[src/rtl/core/rgb_def_pkg.sv]
// Package for the RGB 3x3 diagonal edge filter.
// Holds the payload structs, the queue entry type and fixed constants.
// No dependencies; every other file in rtl/core imports it.
package rgb_def_pkg;

  localparam int unsigned ChW      = 8;
  localparam int unsigned PxW      = 3 * ChW;
  localparam int unsigned PosW     = 12;
  localparam int unsigned DimW     = 13;
  localparam int unsigned CfgAddrW = 3;
  localparam int unsigned CfgDataW = 32;

  // Largest row or column count the position counters can cover.
  localparam int unsigned CountLimit = 4096;
  localparam logic [DimW-1:0] MinDim = 13'd3;
  localparam logic [DimW-1:0] CountCap = 13'd4096;

  localparam logic [DimW-1:0] WidthReset  = 13'd640;
  localparam logic [DimW-1:0] HeightReset = 13'd480;

  // Register indexes, taken from paddr bit 2.
  localparam logic RegImageWidth  = 1'b0;
  localparam logic RegImageHeight = 1'b1;

  localparam int unsigned QueueDepth = 4;
  localparam int unsigned QueuePtrW  = 2;
  localparam int unsigned QueueCntW  = 3;

  typedef struct packed {
    logic            start_of_frame;
    logic [ChW-1:0]  in_red;
    logic [ChW-1:0]  in_green;
    logic [ChW-1:0]  in_blue;
  } pix_in_t;

  typedef struct packed {
    logic [PosW-1:0] out_row;
    logic [PosW-1:0] out_col;
    logic [ChW-1:0]  out_red;
    logic [ChW-1:0]  out_green;
    logic [ChW-1:0]  out_blue;
    logic            is_edge_value;
    logic            last_of_run;
  } pix_out_t;

  // One classified pixel on its way from the front to the back part.
  typedef struct packed {
    logic [PosW-1:0] row;
    logic [PosW-1:0] col;
    logic            has_inner;
    logic            has_border;
    logic [PxW-1:0]  px;
    logic [PxW-1:0]  top_left;
    logic [PxW-1:0]  top_right;
    logic [PxW-1:0]  bot_left;
  } job_t;

  typedef struct packed {
    logic full;
    logic empty;
  } queue_stat_t;

endpackage

[src/rtl/core/rgb_def_queue.sv]
// Short queue of classified pixels between the front and back parts.
// Depends on rgb_def_pkg.
module rgb_def_queue (
  input  logic                      clk_i,
  input  logic                      rst_ni,
  input  logic                      push_i,
  input  rgb_def_pkg::job_t         push_data_i,
  input  logic                      pop_i,
  output rgb_def_pkg::job_t         head_o,
  output rgb_def_pkg::queue_stat_t  stat_o
);
  import rgb_def_pkg::*;

  job_t                 slots_q [QueueDepth];
  logic [QueuePtrW-1:0] wr_ptr_q, rd_ptr_q;
  logic [QueueCntW-1:0] count_q, count_d;

  assign stat_o.full  = (count_q == QueueCntW'(QueueDepth));
  assign stat_o.empty = (count_q == '0);
  assign head_o       = slots_q[rd_ptr_q];

  always_comb begin
    count_d = count_q;
    if (push_i && !pop_i) count_d = count_q + 3'd1;
    if (pop_i && !push_i) count_d = count_q - 3'd1;
  end

  always_ff @(posedge clk_i) begin
    if (push_i) slots_q[wr_ptr_q] <= push_data_i;
  end

  always_ff @(posedge clk_i or negedge rst_ni) begin
    if (!rst_ni) begin
      wr_ptr_q <= '0;
      rd_ptr_q <= '0;
      count_q  <= '0;
    end else begin
      if (push_i) wr_ptr_q <= wr_ptr_q + 2'd1;
      if (pop_i) rd_ptr_q <= rd_ptr_q + 2'd1;
      count_q <= count_d;
    end
  end

endmodule

[config.mk]
export PLATFORM = sky130hd
export DESIGN_NAME = rgb_def_queue
export DESIGN_NICKNAME = d
export VERILOG_FILES = /design/src/rtl/core/rgb_def_pkg.sv /design/src/rtl/core/rgb_def_queue.sv
export SDC_FILE = /design/constraint.sdc
export NUM_CORES = 1
export LEC_CHECK = 0
export BUFFER_PORTS_ARGS = -buffer_cell sky130_fd_sc_hd__buf_2
export CAP_MARGIN = 15
export CORE_ASPECT_RATIO = 0.6
export CORE_MARGIN = 2
export CORE_UTILIZATION = 57
export DETAILED_ROUTE_END_ITERATION = 6
export GPL_TIMING_DRIVEN = 1
export MAX_ROUTING_LAYER = met4
export PLACE_DENSITY = 0.79
export SLEW_MARGIN = 15
export SYNTH_ARGS = -nofsm -noshare
export SYNTH_HDL_FRONTEND = slang
export SYNTH_SLANG_ARGS = --single-unit
[constraint.sdc]
create_clock -name clk_i -period 4.65 [get_ports clk_i]
set_input_delay 0.465 -clock clk_i [delete_from_list [all_inputs] [get_ports clk_i]]
set_output_delay 0.465 -clock clk_i [all_outputs]
set_load 0.05 [all_outputs]
==> impl_metrics.ini <==
[synthesis]
seq_area_frac_synth = 0.8246
yosys-top-cells-area = sky130_fd_sc_hd__edfxtp_1 81%, sky130_fd_sc_hd__mux4_2 15%, sky130_fd_sc_hd__dfrtp_1 0.97%
synthDominantAreaCellType = sky130_fd_sc_hd__edfxtp_1
synth-edff-count = 488
synth.distinct_cells = 18
syn-instance-count = 675
synth_warnings = 0
mean_post_synth_cell_area_sq_um = 26.64
post-synth-top-area-fraction = 0.8149
yosys_reg_bits = 495
yosysMostFrequentCell = sky130_fd_sc_hd__edfxtp_1
async_reset_ff_frac = 0.01414
synthesis.nets = 807
postSynth.topFlopCell = sky130_fd_sc_hd__edfxtp_1
ranking_of_synthesized_cells_by_instance_count = 488 x sky130_fd_sc_hd__edfxtp_1, 122 x sky130_fd_sc_hd__mux4_2, 15 x sky130_fd_sc_hd__buf_2
synth_area_sq_um = 17980

[power]
power_density_nw_per_um2 = 736.6
sw_pwr_w = 0.005971
power.leakage_nw = 7.225
vdd_ir_drop_max_v = 0.0004651
swShare = 0.3828
share_clk_of_total_power = 0.229
pwr-share-seq = 0.398
p_int_w = 0.009628
combinationalPowerShare = 0.373

[place]
gp_congestion = 0.7414
buffer_ports.inserted = 249
dp.cells = 1324
preCtsSetupSlack_ns = 1.885
place.detailed.hpwl_mm = 19.80

[timing]
max_slew.worst_pin.slew_ns = 1.063
slew_viol_final = 0
fmax_mhz = 306.9
timing.max_slew.rel_slack = 0.2915
rsz0062_at_grt = false
timing.final.crit_share = 0.7007
fin_worst_hold_slack_ns = 0.1353
setup_tns_ns = 0
final.min_clock_period_ns = 3.258
fin_worst_skew_ns = 0.01038
final_setup_violation_count = 0
hold_violations = 0
final_critical_path_setup_slack_ns = 1.392

[floorplan]
floorplan.die_area_sq_um = 33030
core-area_sq_um = 31090
top_level_pins = 250
starting_density_of_the_core = 0.5784
fp-row-count = 50
floorplan.die.width_microns = 233.3
die_h_microns = 141.6

[global_routing]
grt.total_usage = 0.2120
grt_first_pass_wirelength_mm = 50.21
antenna_violations_before_repair = 4
grt.overflow.total = 0
first_global_vias = 8457
maximum_number_of_pins_on_one_net_before_global_route_repair = 69

[finish]
fill_cells = 1894
layout-drive-gt1-share = 0.4614
design.final.nets = 1086
multiInputGateArea_sq_um = 2954
final_cells = 1405
ff_latch_area_sq_um = 14840
layout-area-overhead-vs-synth_pct = 17.77

[route]
vias_per_cell = 5.717
detail_route.wl_per_cell_microns = 23.68
detailedRoute.firstIterationViolations = 621
dr.pass1.iters = 4
num_vias = 8032
drt-total-wl_mm = 33.28
drcViolationCount = 0
detail-route-antenna-nets = 0

[cts]
clk_latency_ns = 0.54
cts_tree = done
number_of_setup_buffers_added_after_cts = 0
cts_inserted_buffers = 43
worst_setup_hold_path_clk_slew_ns = 0.06
clk_root_buffer_cell = sky130_fd_sc_hd__clkbuf_16
htreeDepth = 2
ctsLongestPathBuffers = 3
cts_sinks = 495

[job]
cap_viol_max_count = 0

[setup_path]
timing.critical_path.from_type = register
required_ns = 4.18
worst-endpoint-arrival_ns = 2.79
cp-end-kind = output port
criticalPathCategory = reg2out
critical_path_peak_fanout = 45

[hold_path]
hold_path.class = in2reg

[run_status]
run_status = finished clean
-- cell type report --
| class | instances | share of cell area |
|---|---|---|
| Antenna cell | 5 | 0.0005908 |
| Clock buffer | 51 | 0.05423 |
| Clock inverter | 24 | 0.01241 |
| Inverter | 6 | 0.001063 |
| Multi-Input combinational cell | 146 | 0.1395 |
| Sequential cell | 495 | 0.7005 |
| Tap cell | 416 | 0.02458 |
| Timing Repair Buffer | 262 | 0.06711 |
-- sequential cells by signal, summed over array words and instances, names as in the netlist --
signal and flops:
rd_ptr_q 2, slots_q 488, count_q 3, wr_ptr_q 2
-- worst paths after layout --
check,from,to,slack (ns),cells after the start
max,rd_ptr_q[0],head_o[107],1.39,3
min,push_data_i[84],slots_q[0][84],0.14,1
max reg2reg,wr_ptr_q[0],slots_q[0][29],2.36,4
min reg2reg,count_q[2],count_q[2],0.50,1
max in group asynchronous,rst_ni,rd_ptr_q[1],4.14,2
min in group asynchronous,rst_ni,count_q[2],0.32,2
-- cells by family after synthesis --
| group | share of synthesized area |
|---|---|
| adder cells (fa/ha/maj) | 0.004592 |
| buffers and inverters | 0.01169 |
| AO/OA/AOI/OAI | 0.0005566 |
| multiplexers | 0.1528 |
| flip-flops | 0.8246 |
| AND/OR/NAND/NOR | 0.002852 |
| XOR/XNOR | 0.002922 |
-- power groups by stage --
| stage | Clock, W | Sequential (W) | Combinational [W] |
|---|---|---|---|
| 5_1_grt | 0.00381 | 0.00629 | 0.00610 |
| 2_1_floorplan | 0 | 0.00613 | 0.00478 |
| 4_1_cts | 0.00366 | 0.00622 | 0.00591 |
| 3_5_place_dp | 0 | 0.00630 | 0.00589 |
| 6_report | 0.00358 | 0.00620 | 0.00582 |
| 3_3_place_gp | 0 | 0.00626 | 0.00584 |
-- layer usage --
metal  global-route usage  vias up  share of wire
met2               0.3323      280           0.50
met3              0.05024       67          0.074
met5                    -        -              0
met4              0.05699        0          0.022
li1                     -     3477              -
met1               0.2857     4208           0.41
-- stage by stage --
stage / instance area (sq um) / total power, W / utilization
CTS: 21170 / 0.01580 / 0.6808
global placement: 19750 / 0.01210 / 0.6351
floorplan: 17980 / 0.01092 / -
global route: 21180 / 0.01619 / 0.6811
finish: 21180 / 0.01560 / 0.6812
detailed placement: 19750 / 0.01219 / 0.6351
-- worst max-delay path: stages, from the launching register on --
cell and delay, ns:
sky130_fd_sc_hd__dfrtp_4 1.01, sky130_fd_sc_hd__buf_4 0.44, sky130_fd_sc_hd__mux4_2 0.56, sky130_fd_sc_hd__buf_2 0.23
-- placed cells by master, fill, tap and decap left out, types with 2 or more instances in the layout --
cell type                    instances
sky130_fd_sc_hd__and2_4              4
sky130_fd_sc_hd__buf_4               6
sky130_fd_sc_hd__diode_2             5
sky130_fd_sc_hd__clkinv_2            8
sky130_fd_sc_hd__buf_12              6
sky130_fd_sc_hd__xnor2_1             2
sky130_fd_sc_hd__clkbuf_1            6
sky130_fd_sc_hd__dfrtp_4             2
sky130_fd_sc_hd__bufinv_16           5
sky130_fd_sc_hd__inv_1               6
sky130_fd_sc_hd__nand2_1             3
sky130_fd_sc_hd__inv_6               3
sky130_fd_sc_hd__clkinv_1            4
sky130_fd_sc_hd__xor2_1              4
sky130_fd_sc_hd__clkinvlp_4          3
sky130_fd_sc_hd__buf_2             249
sky130_fd_sc_hd__dfrtp_1             5
sky130_fd_sc_hd__edfxtp_1          488
sky130_fd_sc_hd__clkbuf_16          45
sky130_fd_sc_hd__o21ai_0             2
sky130_fd_sc_hd__ha_1                5
sky130_fd_sc_hd__mux4_2            122
-- repair_timing --
action | 4_1_cts | 5_1_grt
hold buffers | 1 | 0
resized for setup | 0 | 0
endpoints found under the setup margin | 0 | 0
hold endpoints to repair | 7 | 0
Power figures use the tool's default switching activity.
