===== src/rtl/core/rgb_def_pkg.sv =====
// Package for the RGB 3x3 diagonal edge filter.
// Holds the payload structs, the queue entry type and fixed constants.
// No dependencies; every other file in rtl/core imports it.
package rgb_def_pkg;

  localparam int unsigned ChW      = 8;
  localparam int unsigned PxW      = 3 * ChW;
  localparam int unsigned PosW     = 12;
  localparam int unsigned DimW     = 13;
  localparam int unsigned CfgAddrW = 3;
  localparam int unsigned CfgDataW = 32;

  // Largest row or column count the position counters can cover.
  localparam int unsigned CountLimit = 4096;
  localparam logic [DimW-1:0] MinDim = 13'd3;
  localparam logic [DimW-1:0] CountCap = 13'd4096;

  localparam logic [DimW-1:0] WidthReset  = 13'd640;
  localparam logic [DimW-1:0] HeightReset = 13'd480;

  // Register indexes, taken from paddr bit 2.
  localparam logic RegImageWidth  = 1'b0;
  localparam logic RegImageHeight = 1'b1;

  localparam int unsigned QueueDepth = 4;
  localparam int unsigned QueuePtrW  = 2;
  localparam int unsigned QueueCntW  = 3;

  typedef struct packed {
    logic            start_of_frame;
    logic [ChW-1:0]  in_red;
    logic [ChW-1:0]  in_green;
    logic [ChW-1:0]  in_blue;
  } pix_in_t;

  typedef struct packed {
    logic [PosW-1:0] out_row;
    logic [PosW-1:0] out_col;
    logic [ChW-1:0]  out_red;
    logic [ChW-1:0]  out_green;
    logic [ChW-1:0]  out_blue;
    logic            is_edge_value;
    logic            last_of_run;
  } pix_out_t;

  // One classified pixel on its way from the front to the back part.
  typedef struct packed {
    logic [PosW-1:0] row;
    logic [PosW-1:0] col;
    logic            has_inner;
    logic            has_border;
    logic [PxW-1:0]  px;
    logic [PxW-1:0]  top_left;
    logic [PxW-1:0]  top_right;
    logic [PxW-1:0]  bot_left;
  } job_t;

  typedef struct packed {
    logic full;
    logic empty;
  } queue_stat_t;

endpackage


===== src/rtl/core/rgb_def_back.sv =====
// Back part of the edge filter: diagonal kernel, channel maximum and
// result sequencing into the output register. Depends on rgb_def_pkg.
module rgb_def_back (
  input  logic                      clk_i,
  input  logic                      rst_ni,
  input  rgb_def_pkg::job_t         head_i,
  input  rgb_def_pkg::queue_stat_t  queue_stat_i,
  output logic                      pop_o,
  output logic                      out_valid_o,
  input  logic                      out_ready_i,
  output rgb_def_pkg::pix_out_t     out_data_o
);
  import rgb_def_pkg::*;

  logic           out_valid_q;
  pix_out_t       out_data_q, out_data_d;
  logic           border_next_q, border_next_d;
  logic           load;
  logic [ChW-1:0] ch_sum [3];
  logic [ChW-1:0] best;

  // Per channel: bottom-right - bottom-left - top-right + top-left, kept
  // only when it lands in 0..255.
  always_comb begin
    logic signed [9:0] s;
    for (int k = 0; k < 3; k++) begin
      s = $signed({2'b00, head_i.px[k*ChW +: ChW]})
        - $signed({2'b00, head_i.bot_left[k*ChW +: ChW]})
        - $signed({2'b00, head_i.top_right[k*ChW +: ChW]})
        + $signed({2'b00, head_i.top_left[k*ChW +: ChW]});
      ch_sum[k] = (s[9:8] == 2'b00) ? s[ChW-1:0] : '0;
    end
    best = ch_sum[0];
    if (ch_sum[1] > best) best = ch_sum[1];
    if (ch_sum[2] > best) best = ch_sum[2];
  end

  assign load = !queue_stat_i.empty && (!out_valid_q || out_ready_i);

  always_comb begin
    out_data_d    = out_data_q;
    border_next_d = border_next_q;
    pop_o         = 1'b0;
    if (load) begin
      if (head_i.has_inner && !border_next_q) begin
        out_data_d.out_row       = head_i.row - 12'd1;
        out_data_d.out_col       = head_i.col - 12'd1;
        out_data_d.out_red       = best;
        out_data_d.out_green     = best;
        out_data_d.out_blue      = best;
        out_data_d.is_edge_value = 1'b1;
        out_data_d.last_of_run   = !head_i.has_border;
        border_next_d            = head_i.has_border;
        pop_o                    = !head_i.has_border;
      end else begin
        out_data_d.out_row       = head_i.row;
        out_data_d.out_col       = head_i.col;
        out_data_d.out_red       = head_i.px[2*ChW +: ChW];
        out_data_d.out_green     = head_i.px[ChW +: ChW];
        out_data_d.out_blue      = head_i.px[0 +: ChW];
        out_data_d.is_edge_value = 1'b0;
        out_data_d.last_of_run   = 1'b1;
        border_next_d            = 1'b0;
        pop_o                    = 1'b1;
      end
    end
  end

  always_ff @(posedge clk_i) begin
    out_data_q <= out_data_d;
  end

  always_ff @(posedge clk_i or negedge rst_ni) begin
    if (!rst_ni) begin
      out_valid_q   <= 1'b0;
      border_next_q <= 1'b0;
    end else begin
      border_next_q <= border_next_d;
      if (load) begin
        out_valid_q <= 1'b1;
      end else if (out_ready_i) begin
        out_valid_q <= 1'b0;
      end
    end
  end

  assign out_valid_o = out_valid_q;
  assign out_data_o  = out_data_q;

endmodule


===== config.mk =====
export PLATFORM = sky130hd
export DESIGN_NAME = rgb_def_back
export DESIGN_NICKNAME = d
export VERILOG_FILES = /design/src/rtl/core/rgb_def_pkg.sv /design/src/rtl/core/rgb_def_back.sv
export SDC_FILE = /design/constraint.sdc
export NUM_CORES = 1
export LEC_CHECK = 0
export ABC_AREA = 1
export BUFFER_PORTS_ARGS = -buffer_cell sky130_fd_sc_hd__buf_2
export CAP_MARGIN = 20
export CORE_ASPECT_RATIO = 0.6
export CORE_MARGIN = 3
export CORE_UTILIZATION = 54
export CTS_CLUSTER_DIAMETER = 30
export DETAILED_ROUTE_END_ITERATION = 8
export HOLD_SLACK_MARGIN = 0.1
export PLACE_DENSITY = 0.83
export SKIP_CTS_REPAIR_TIMING = 1
export SLEW_MARGIN = 5
export SYNTH_ARGS = -nofsm -noshare
export SYNTH_HDL_FRONTEND = slang
export SYNTH_SLANG_ARGS = --single-unit

===== constraint.sdc =====
create_clock -name clk_i -period 5.9 [get_ports clk_i]
set_input_delay 1.18 -clock clk_i [delete_from_list [all_inputs] [get_ports clk_i]]
set_output_delay 1.18 -clock clk_i [all_outputs]
set_load 0.02 [all_outputs]

==> impl_results.md <==
- Register bit total from synthesis: 52
- Dpl hpwl: 14990 um
- Die Wd: 144.1 um
- Mapped Cells: 816
- Post-route ant nets: 0
- Least-Margin Pin Slew: 0.9338 ns
- Post-synth top flop: edfxtp_1
- Vias in the first global route: 5926
- Final setup margin: -1.078 ns
- Top-count cell post-synth: nand2_1
- Fin crit share: 1.183
- Avg WL per Cell: 19.02 um
- Hold Violations, Final: 0
- CTS tree: built
- Status: finished, violations left
- LEAKAGE: 5.060 nW
- Commonest cells in the netlist: nand2_1 (218), inv_1 (175), ha_1 (72)
- CP max-delay cell: fa_1
- Area grow syn2layout: 49.52%
- Root Buffer: clkbuf_16
- Largest net degree at the start of global routing: 53
- Remaining DRCs: 0
- Arrival time worst endpoint: 7.03 ns
- Via density: 5.699
- Slew HR: 0.3753
- R2R Setup Slk: 3.27 ns
- PwrDens: 637.4 mW/mm^2
- Worst IR Drop VDD: 0.4552 mV
- Total number of vias: 7192
- IO Count: 179
- WP buf/inv: 6
- WHS Path Cells: 2
- Unrepaired setup endpoints after global routing: true
- Syn Area/Cell: 7.576 sq um
- Reg2Reg Launch Point: border_next_q
- Seq/Total Area, Yosys: 0.2510
- Data required time of the worst path: 5.95 ns
- Total power: 5.892 mW
- Detailed Routing Iterations Pass 1: 6
- # diodes: 0
- Die Y: 88.88 um
- Multi-input logic area: 0.004687 sq mm
- Sinks on Clock Net: 52
- Die ar.: 0.01281 sq mm
- Ys async rst share: 0.03846
- Drt first-iter violations: 856
- R2r worst-path depth: 9
- Hold path startpoint: border_next_q
- Fin Clk Skew: 0.005090 ns
- Storage cell area: 0.001551 sq mm
- Worst path top cell family by delay: adder cells
- Clock Latency Late Sink: 0.30 ns
- Top cells by area, synth: edfxtp_1 (24%), ha_1 (15%), nand2_1 (13%)
- Final setup violation count: 24
- Tmin final: 6.978 ns
- CP Capture Type: register
- Top-area cell type share of the netlist area: 0.2429
- Syn Nets: 1042
- Max-slew violations: 0
- WL final: 24000 um
- Row count: 29
- Violated checks: setup timing
- Synth area leader: edfxtp_1
- Hold Path End: border_next_q
- Worst Hold Class: register to register
- Gpl congestion: 0.9944
- Core area: 0.01085 sq mm
- Library cells used by synthesis: 41
- Gr usage total: 0.2704
- # fillers: 525
- Syn Std Cell Area: 0.006182 sq mm
- Initial antenna violation count: 0
- Worst r2r dst: out_data_o[36]
- CP startpoint kind: input port
- Max_cap viols: 0
- Post-synth EDFFs: 50
- Share of cells above drive strength 1: 0.4292
- CTS max path bufs: 2
- CP max FO: 5
- Nets: 1348
- CP Class: input port to register
- H-tree Lvls: 2
- CTS Buf Count: 5
- Sum Neg Setup Slack: -24.77 ns
- Crit-path max cell delay: 0.54 ns
- First-pass GRT wire length: 27590 um
- PortBufs: 177
- Clock Pin Slew Worst Setup and Hold Paths: 0.07 ns
- Yosys Warn Count: 0
- GRT overflow: 0
- Initial Util: 0.5698
- Peak Freq: 143.3 MHz
==> placed cells by master, fill, tap and decap left out, types with 15 or more instances in the layout <==
| cell | n |
|---|---|
| edfxtp_1 | 50 |
| a21oi_1 | 22 |
| nor2_1 | 40 |
| xor2_1 | 37 |
| fa_1 | 25 |
| a21oi_2 | 19 |
| inv_1 | 165 |
| nand2_1 | 182 |
| nand2_2 | 29 |
| buf_4 | 115 |
| nand2_4 | 15 |
| buf_2 | 174 |
| ha_4 | 19 |
| ha_1 | 52 |
| nand3_1 | 19 |
==> worst register-to-register path: stages (launching register included) <==
cell and delay [ns]:
dfrtp_1 0.40, inv_2 0.06, nand2_2 0.49, inv_2 0.38
nand4_2 0.22, nor2_1 0.22, nand2_1 0.13, or2_1 0.27
nor2_1 0.15, xor2_1 0.08
==> flip-flops by register name, indices dropped and copies added (netlist names) <==
| register | flops |
|---|---|
| border_next_q | 1 |
| out_valid_o | 1 |
| out_data_o | 50 |
==> worst max-delay path by stage <==
stage / cells after the start / endpoint / slack (ns) / from
global route: 40 / out_data_o[2] / -1.30 / head_i[11]
global placement: 40 / out_data_o[22] / -0.97 / head_i[72]
CTS: 37 / out_data_o[11] / -0.83 / head_i[82]
floorplan: 41 / out_data_o[12] / -0.47 / head_i[72]
detailed placement: 40 / out_data_o[3] / -1.13 / head_i[2]
finish: 35 / out_data_o[5] / -1.08 / head_i[8]
==> where the power goes <==
| group | total [mW] | switching [mW] | internal (mW) |
|---|---|---|---|
| logic | 4.96 | 2.85 | 2.11 |
| clock network | 0.383 | 0.138 | 0.245 |
| registers | 0.547 | 0.0220 | 0.525 |
| total | 5.89 | 3.01 | 2.88 |
==> layout make-up <==
type                    count  area share
clock buffers               5     0.01354
inverters                 181     0.07593
well taps                 139     0.01881
multi-input cells         577      0.5070
repair buffers            305      0.2094
flip-flops and latches     52      0.1678
clock inverters             3    0.007445
==> stage by stage <==
stage | area, sq um | hold slack, ns | setup slack [ns] | std cells | util
floorplan | 6345 | 0.5021 | -0.4688 | 816 | -
global placement | 8124 | 0.5215 | -0.9703 | 1226 | 0.7488
detailed placement | 8124 | 0.5312 | -1.129 | 1226 | 0.7488
CTS | 8318 | 0.5475 | -0.8345 | 1234 | 0.7667
global route | 9244 | 0.5843 | -1.304 | 1262 | 0.8520
finish | 9244 | 0.5497 | -1.078 | 1262 | 0.8520
==> logic make-up after synthesis <==
| family | count (synthesis) | synth area share |
|---|---|---|
| and+or+nand+nor | 365 | 0.2682 |
| DFF | 52 | 0.2510 |
| xor gates and xnor gates | 47 | 0.06658 |
| buffers and inverters | 187 | 0.1172 |
| adders and majority gates | 99 | 0.2332 |
| AOI/OAI and AO/OA | 66 | 0.06395 |
==> layer usage <==
layer	vias up	track usage	wire [um]
li1	3171	-	-
met1	3297	0.3790	9167
met2	582	0.4532	11220
met3	142	0.03564	2462
met4	0	0.05927	1150
met5	-	0	0
Power figures use the tool's default switching activity.
