===== src/rtl/core/rgb_def_pkg.sv =====
// Package for the RGB 3x3 diagonal edge filter.
// Holds the payload structs, the queue entry type and fixed constants.
// No dependencies; every other file in rtl/core imports it.
package rgb_def_pkg;

  localparam int unsigned ChW      = 8;
  localparam int unsigned PxW      = 3 * ChW;
  localparam int unsigned PosW     = 12;
  localparam int unsigned DimW     = 13;
  localparam int unsigned CfgAddrW = 3;
  localparam int unsigned CfgDataW = 32;

  // Largest row or column count the position counters can cover.
  localparam int unsigned CountLimit = 4096;
  localparam logic [DimW-1:0] MinDim = 13'd3;
  localparam logic [DimW-1:0] CountCap = 13'd4096;

  localparam logic [DimW-1:0] WidthReset  = 13'd640;
  localparam logic [DimW-1:0] HeightReset = 13'd480;

  // Register indexes, taken from paddr bit 2.
  localparam logic RegImageWidth  = 1'b0;
  localparam logic RegImageHeight = 1'b1;

  localparam int unsigned QueueDepth = 4;
  localparam int unsigned QueuePtrW  = 2;
  localparam int unsigned QueueCntW  = 3;

  typedef struct packed {
    logic            start_of_frame;
    logic [ChW-1:0]  in_red;
    logic [ChW-1:0]  in_green;
    logic [ChW-1:0]  in_blue;
  } pix_in_t;

  typedef struct packed {
    logic [PosW-1:0] out_row;
    logic [PosW-1:0] out_col;
    logic [ChW-1:0]  out_red;
    logic [ChW-1:0]  out_green;
    logic [ChW-1:0]  out_blue;
    logic            is_edge_value;
    logic            last_of_run;
  } pix_out_t;

  // One classified pixel on its way from the front to the back part.
  typedef struct packed {
    logic [PosW-1:0] row;
    logic [PosW-1:0] col;
    logic            has_inner;
    logic            has_border;
    logic [PxW-1:0]  px;
    logic [PxW-1:0]  top_left;
    logic [PxW-1:0]  top_right;
    logic [PxW-1:0]  bot_left;
  } job_t;

  typedef struct packed {
    logic full;
    logic empty;
  } queue_stat_t;

endpackage


===== src/rtl/core/rgb_def_regs.sv =====
// Configuration registers of the edge filter behind an APB-style port.
// Depends on rgb_def_pkg.
module rgb_def_regs (
  input  logic                               clk_i,
  input  logic                               rst_ni,
  input  logic                               psel,
  input  logic                               penable,
  input  logic                               pwrite,
  input  logic [rgb_def_pkg::CfgAddrW-1:0]   paddr,
  input  logic [rgb_def_pkg::CfgDataW-1:0]   pwdata,
  output logic [rgb_def_pkg::CfgDataW-1:0]   prdata,
  output logic                               pready,
  output logic [rgb_def_pkg::DimW-1:0]       image_width_o,
  output logic [rgb_def_pkg::DimW-1:0]       image_height_o
);
  import rgb_def_pkg::*;

  logic [DimW-1:0] width_q, width_d;
  logic [DimW-1:0] height_q, height_d;
  logic            wr_en;
  logic            reg_sel;

  assign pready  = 1'b1;
  assign reg_sel = paddr[2];
  assign wr_en   = psel && penable && pwrite;

  always_comb begin
    width_d  = width_q;
    height_d = height_q;
    if (wr_en) begin
      case (reg_sel)
        RegImageWidth:  width_d  = pwdata[DimW-1:0];
        RegImageHeight: height_d = pwdata[DimW-1:0];
        default: ;
      endcase
    end
  end

  always_comb begin
    case (reg_sel)
      RegImageWidth:  prdata = {{(CfgDataW-DimW){1'b0}}, width_q};
      RegImageHeight: prdata = {{(CfgDataW-DimW){1'b0}}, height_q};
      default:        prdata = '0;
    endcase
  end

  always_ff @(posedge clk_i or negedge rst_ni) begin
    if (!rst_ni) begin
      width_q  <= WidthReset;
      height_q <= HeightReset;
    end else begin
      width_q  <= width_d;
      height_q <= height_d;
    end
  end

  assign image_width_o  = width_q;
  assign image_height_o = height_q;

endmodule


===== config.mk =====
export PLATFORM = sky130hd
export DESIGN_NAME = rgb_def_regs
export DESIGN_NICKNAME = d
export VERILOG_FILES = /design/src/rtl/core/rgb_def_pkg.sv /design/src/rtl/core/rgb_def_regs.sv
export SDC_FILE = /design/constraint.sdc
export NUM_CORES = 1
export LEC_CHECK = 0
export BUFFER_PORTS_ARGS = -buffer_cell sky130_fd_sc_hd__buf_2
export CAP_MARGIN = 40
export CORE_MARGIN = 1.5
export CORE_UTILIZATION = 40
export DETAILED_ROUTE_END_ITERATION = 7
export HOLD_SLACK_MARGIN = 0.03
export PLACE_DENSITY = 0.79
export RECOVER_POWER = 50
export SYNTH_ARGS = -nofsm -noshare
export SYNTH_HDL_FRONTEND = slang
export SYNTH_SLANG_ARGS = --single-unit

===== constraint.sdc =====
create_clock -name clk_i -period 1 [get_ports clk_i]
set_input_delay 0.2 -clock clk_i [delete_from_list [all_inputs] [get_ports clk_i]]
set_output_delay 0.2 -clock clk_i [all_outputs]
set_load 0.05 [all_outputs]

==> out/metrics.yaml, run 1 <==
syn_inst: 92
post-place-ws_ps: -224.5
ys_seq_elements: 26
clkTransAtPathRegs_ps: 140
drtIter0Drc: 19
dpl.hpwl_mm: 2.185
layout_min_cycle_time_ps: 1405
clock.fmax_mhz: 711.6
clkSinkCount: 26
yosys-top-cells-area: "dfrtp_1 (37%), mux2_2 (24%), dfstp_2 (12%), buf_4 (12%), mux2_4 (11%)"
cap_violations: 0
worstMarginPinSlew_ps: 648.1
overflow: 0
ys_async_sr_fraction_pct: 100.0
maxSlewViolCount: 0
cts_tree: "done"
grt_pass1_vias: 1096
synthDistinctLibCells: 10
cts-root-buf: "clkbuf_4"
gr-usage-met3_pct: 2.941
fin_nets: 221
crit_start: "image_width_o[12]$_DFFE_PN0P_"
yosysTopAreaCellShare_pct: 37.00
die_area_sq_um: 3739
drc_errors: 0
die_x_um: 61.15
arrival_ps: 1210
synth_area_sq_um: 1353
fp.coreArea_sq_um: 3128
grtUsageMet2_pct: 41.03
gp_congestion: 0.7209
final_cells: 224
power-per-cell-area_nw_per_um2: 2463
drive_above_1_share_pct: 85.00
period_share_pct: 140.5
wl_per_cell_um: 15.92
multi_input_area_sq_um: 640.6
status: "finished, violations left"
yosys.area.top_type: "dfrtp_1"
antenna_found_initial: 0
routed_wl_mm: 3.565
pin_count: 99
synth_most_common_cell: "mux2_2"
synth_edf_count: 0
firstDrtPassIters: 3
grt_pass1_wl_mm: 5.416
start_kind: "flop"
syn_area_per_cell_sq_um: 14.70
relSlewSlack_pct: 56.80
vdd_drop_max_mv: 1.418
initial_core_util_pct: 43.24
setup_viol: 46
skew_ps: 0
clockBufferDepth: 2
critPathCaptureType: "output pin"
grt_max_degree: 27
timing.rr.start: "image_height_o[1]$_DFFE_PN0P_"
fillers: 209
vias_per_cell: 4.603
rows: 20
die_h_um: 61.15
synth_top_flop_cell: "dfrtp_1"
yosysSeqAreaShare_pct: 48.66
power_w: 0.005760
synth_common_cells: "mux2_2 (29), buf_4 (21), dfrtp_1 (20), mux2_4 (10), dfstp_2 (6)"
diodes: 0
p_leak_nw: 1.168
track_usage_pct: 20.26
io_buffers: 57
hold_path_startpoint: "pwdata[12]"
layout_setup_ws_ps: -405.3
htreeDepth: 1
rsz0062_at_grt: "yes"
grt_busiest_layer: "met2"
clk_latency_ps: 310
yosys_warnings: 0
hold_path.class: "in2reg"
worst-setup-path-type: "reg2out"
hold_viol: 0
ant_nets: 0
syn2layout_area_growth_pct: 72.90
use_met1_pct: 19.89
cts_made_buffers: 3
dp.cells: 208
fin_worst_hold_slack_ps: 117.7
required_ps: 800
dr_total_vias: 1031
cp_max_fo: 2
regArea_sq_um: 681.9
violations: "negative setup slack"
[cell families (layout without fill, tap and decap cells)]
kind of cell	after synthesis	count (layout)	synth area share (%)
flip-flops	26	26	48.66
other	2	20	0.5552
buffers and inverters	23	93	12.86
multiplexers	39	39	35.24
AND/OR/NAND/NOR	2	2	2.682
[flip-flops by register name, summed over array words and instances, names as in the netlist]
| name | cells |
|---|---|
| image_width_o | 13 |
| image_height_o | 13 |
[worst max-delay path, cell delays in order (launching register included)]
cell     delay (ps)
dfrtp_2         450
mux2_4          280
buf_6           150
[metrics by stage]
step	utilization, %	TNS [ps]	area (sq um)
floorplan	-	-1577	1493
global placement	58.24	-6330	1822
detailed placement	58.24	-7042	1822
CTS	72.96	-10820	2282
global route	74.76	-13470	2338
finish	74.76	-10990	2338
[cells in the final DEF (no fill, tap or decap)]
cell type      Yosys  routed
buf_2              1      16
buf_4             21       5
buf_6              1      31
buf_8              0      28
clkbuf_1           0       5
clkbuf_2           0       3
clkbuf_4           0       4
conb_1             2      20
dfrtp_1           20       1
dfrtp_2            0      19
dfstp_2            6       6
dlygate4sd3_1      0       1
mux2_2            29      15
mux2_4            10      24
nand4_2            1       1
nand4b_4           1       1
[repair_timing]
action	in CTS	in global routing
resized for setup	116	25
hold endpoints to repair	20	0
pin swaps	0	0
setup endpoints to repair	39	40
hold buffers	1	0
setup buffers	7	15
cloned	0	0
[layout make-up]
cell class | instances | area share (%)
Multi-Input combinational cell | 61 | 27.39
Timing Repair Buffer | 89 | 39.97
Sequential cell | 26 | 29.16
Clock buffer | 4 | 1.124
Tap cell | 44 | 2.354
[where the power goes]
group	switching, W	total [W]	leakage (nW)	internal [W]
clock network	0.000298	0.000454	0.0150	0.000156
logic	0.00206	0.00376	0.871	0.00170
registers	0.000187	0.00154	0.282	0.00135
total	0.00255	0.00576	1.17	0.00321
[worst paths after layout]
check	endpoint	cells past startpoint	slack, ps
max	prdata[12]	2	-410
min	image_width_o[12]$_DFFE_PN0P_	2	120
max reg2reg	image_height_o[1]$_DFFE_PN0P_	3	-10
min reg2reg	image_height_o[2]$_DFFE_PN0P_	2	640
max in group asynchronous	image_height_o[3]$_DFFE_PN0P_	2	90
min in group asynchronous	image_width_o[8]$_DFFE_PN0P_	2	450
[layer usage]
metal / routed length, um / share of wire (%)
met1: 1136 / 32
met2: 2183 / 61
met3: 155 / 4.3
met4: 89 / 2.5
met5: 0 / 0
Power figures use the tool's default switching activity.
==> run 2, diff against run 1 <==
- SKIP_CTS_REPAIR_TIMING: default -> 1
==> run 2 against run 1 <==
- critical path depth unchanged
- worst setup slack worse by 6.5 ps
- clock power about the same
- the run still ends with negative setup slack left
- largest cell class unchanged
- sequential power about the same
- final area down 2.2%
- non-clock buffer count down 7
- register-to-register slack better by 60 ps
- power down 1.8%
- via count down 4.8%
- clock skew unchanged
- hold slack worse by 2.7 ps
- count of clock-buffer cells in the layout unchanged
==> out/metrics.yaml, run 2 (synthesized netlist as in run 1, its figures left out) <==
status: "finished, violations left"
violations: "negative setup slack"
rows: 20
period_share_pct: 141.2
vias_per_cell: 4.521
die_h_um: 61.15
clock.fmax_mhz: 708.3
power_switching_w: 0.002517
critPathCaptureType: "output pin"
fin_nets: 214
clk_latency_ps: 310
antenna_found_initial: 0
power_w: 0.005655
setup_viol: 43
cp_max_fo: 3
layout_min_cycle_time_ps: 1412
ant_nets: 0
relSlewSlack_pct: 56.66
fin_worst_hold_slack_ps: 114.9
fp.coreArea_sq_um: 3128
syn2layout_area_growth_pct: 69.10
dpl.hpwl_mm: 2.185
initial_core_util_pct: 43.24
vdd_drop_max_mv: 1.462
drtIter0Drc: 19
final_util_pct: 73.12
diodes: 0
grt_max_degree: 27
grt_pass1_wl_mm: 4.588
overflow: 0
layout_setup_ws_ps: -411.8
hold_path.class: "in2reg"
cts-root-buf: "clkbuf_4"
grt_pass1_vias: 980
wl_per_cell_um: 15.63
routed_wl_mm: 3.392
swShare_pct: 44.51
worst-setup-path-type: "reg2out"
clockBufferDepth: 2
gp_congestion: 0.7209
track_usage_pct: 16.71
dp.cells: 208
firstDrtPassIters: 3
pin_count: 99
final_cells: 217
power-per-cell-area_nw_per_um2: 2473
drc_errors: 0
start_kind: "flop"
p_int_w: 0.003138
maxSlewViolCount: 0
cts_made_buffers: 3
io_buffers: 57
htreeDepth: 1
cts_tree: "done"
arrival_ps: 1210
rsz0062_at_grt: "yes"
cap_violations: 0
layout_commonest_cell: "buf_6"
p_comb_share_pct: 64.5
required_ps: 800
clkSinkCount: 26
drive_above_1_share_pct: 85.55
seq_power_share_pct: 27.5
die_x_um: 61.15
p_leak_nw: 1.136
layout_common_cells: "buf_6 (31), buf_8 (26), mux2_4 (23), conb_1 (20), dfrtp_2 (19)"
dr_total_vias: 981
skew_ps: 0
clkTransAtPathRegs_ps: 140
hold_viol: 0
die_area_sq_um: 3739
worstMarginPinSlew_ps: 650.2
tns_ps: -10690
p_clk_share_pct: 8.0
run 2: path summary, 6_finish.rpt:
path / start / to / slack, ps / cells past startpoint
min in group asynchronous: rst_ni / image_width_o[8]$_DFFE_PN0P_ / 440 / 2
worst min-delay path: pwdata[12] / image_width_o[12]$_DFFE_PN0P_ / 110 / 2
worst min register to register: image_width_o[11]$_DFFE_PN0P_ / image_width_o[11]$_DFFE_PN0P_ / 570 / 1
worst max-delay path: image_width_o[7]$_DFFE_PN1P_ / prdata[7] / -410 / 2
worst max register to register: image_width_o[5]$_DFFE_PN0P_ / image_width_o[5]$_DFFE_PN0P_ / 50 / 2
max in group asynchronous: rst_ni / image_width_o[2]$_DFFE_PN0P_ / 90 / 2
run 2: worst max-delay path, stage by stage (launching register included):
cell	delay (ps)
dfstp_2	600
mux2_4	170
buf_8	140
run 2: metal layers:
metal / GRT usage, % / share of wire (%) / vias to the layer above
met3: 2.101 / 3.7 / 4
met5: 0 / 0 / -
met1: 18.18 / 33 / 494
met2: 32.37 / 62 / 40
met4: 6.522 / 1.4 / 0
li1: - / - / 443
run 2: area by class of cell:
type | instances | area, sq um
Sequential cell | 26 | 681.9
Multi-Input combinational cell | 61 | 636.9
Timing Repair Buffer | 82 | 887.1
Tap cell | 44 | 55.05
Fill cell | 218 | 840.8
Clock buffer | 4 | 26.28
run 2: power groups by stage:
| stage | Clock [W] | Combinational, W | Sequential, W |
|---|---|---|---|
| after detailed placement | 0 | 0.00271 | 0.00152 |
| after CTS | 0.000464 | 0.00272 | 0.00151 |
| after global routing | 0.000524 | 0.00378 | 0.00158 |
| after global placement | 0 | 0.00267 | 0.00150 |
| after floorplan | 0 | 0.00121 | 0.00237 |
| final | 0.000453 | 0.00365 | 0.00155 |
run 2: metrics by stage:
step	worst slack (ps)	instance area (sq um)
after global placement	-199.0	1822
after detailed placement	-224.5	1822
after floorplan	-181.1	1493
after global routing	-456.5	2287
after CTS	-481.3	1848
final	-411.8	2287
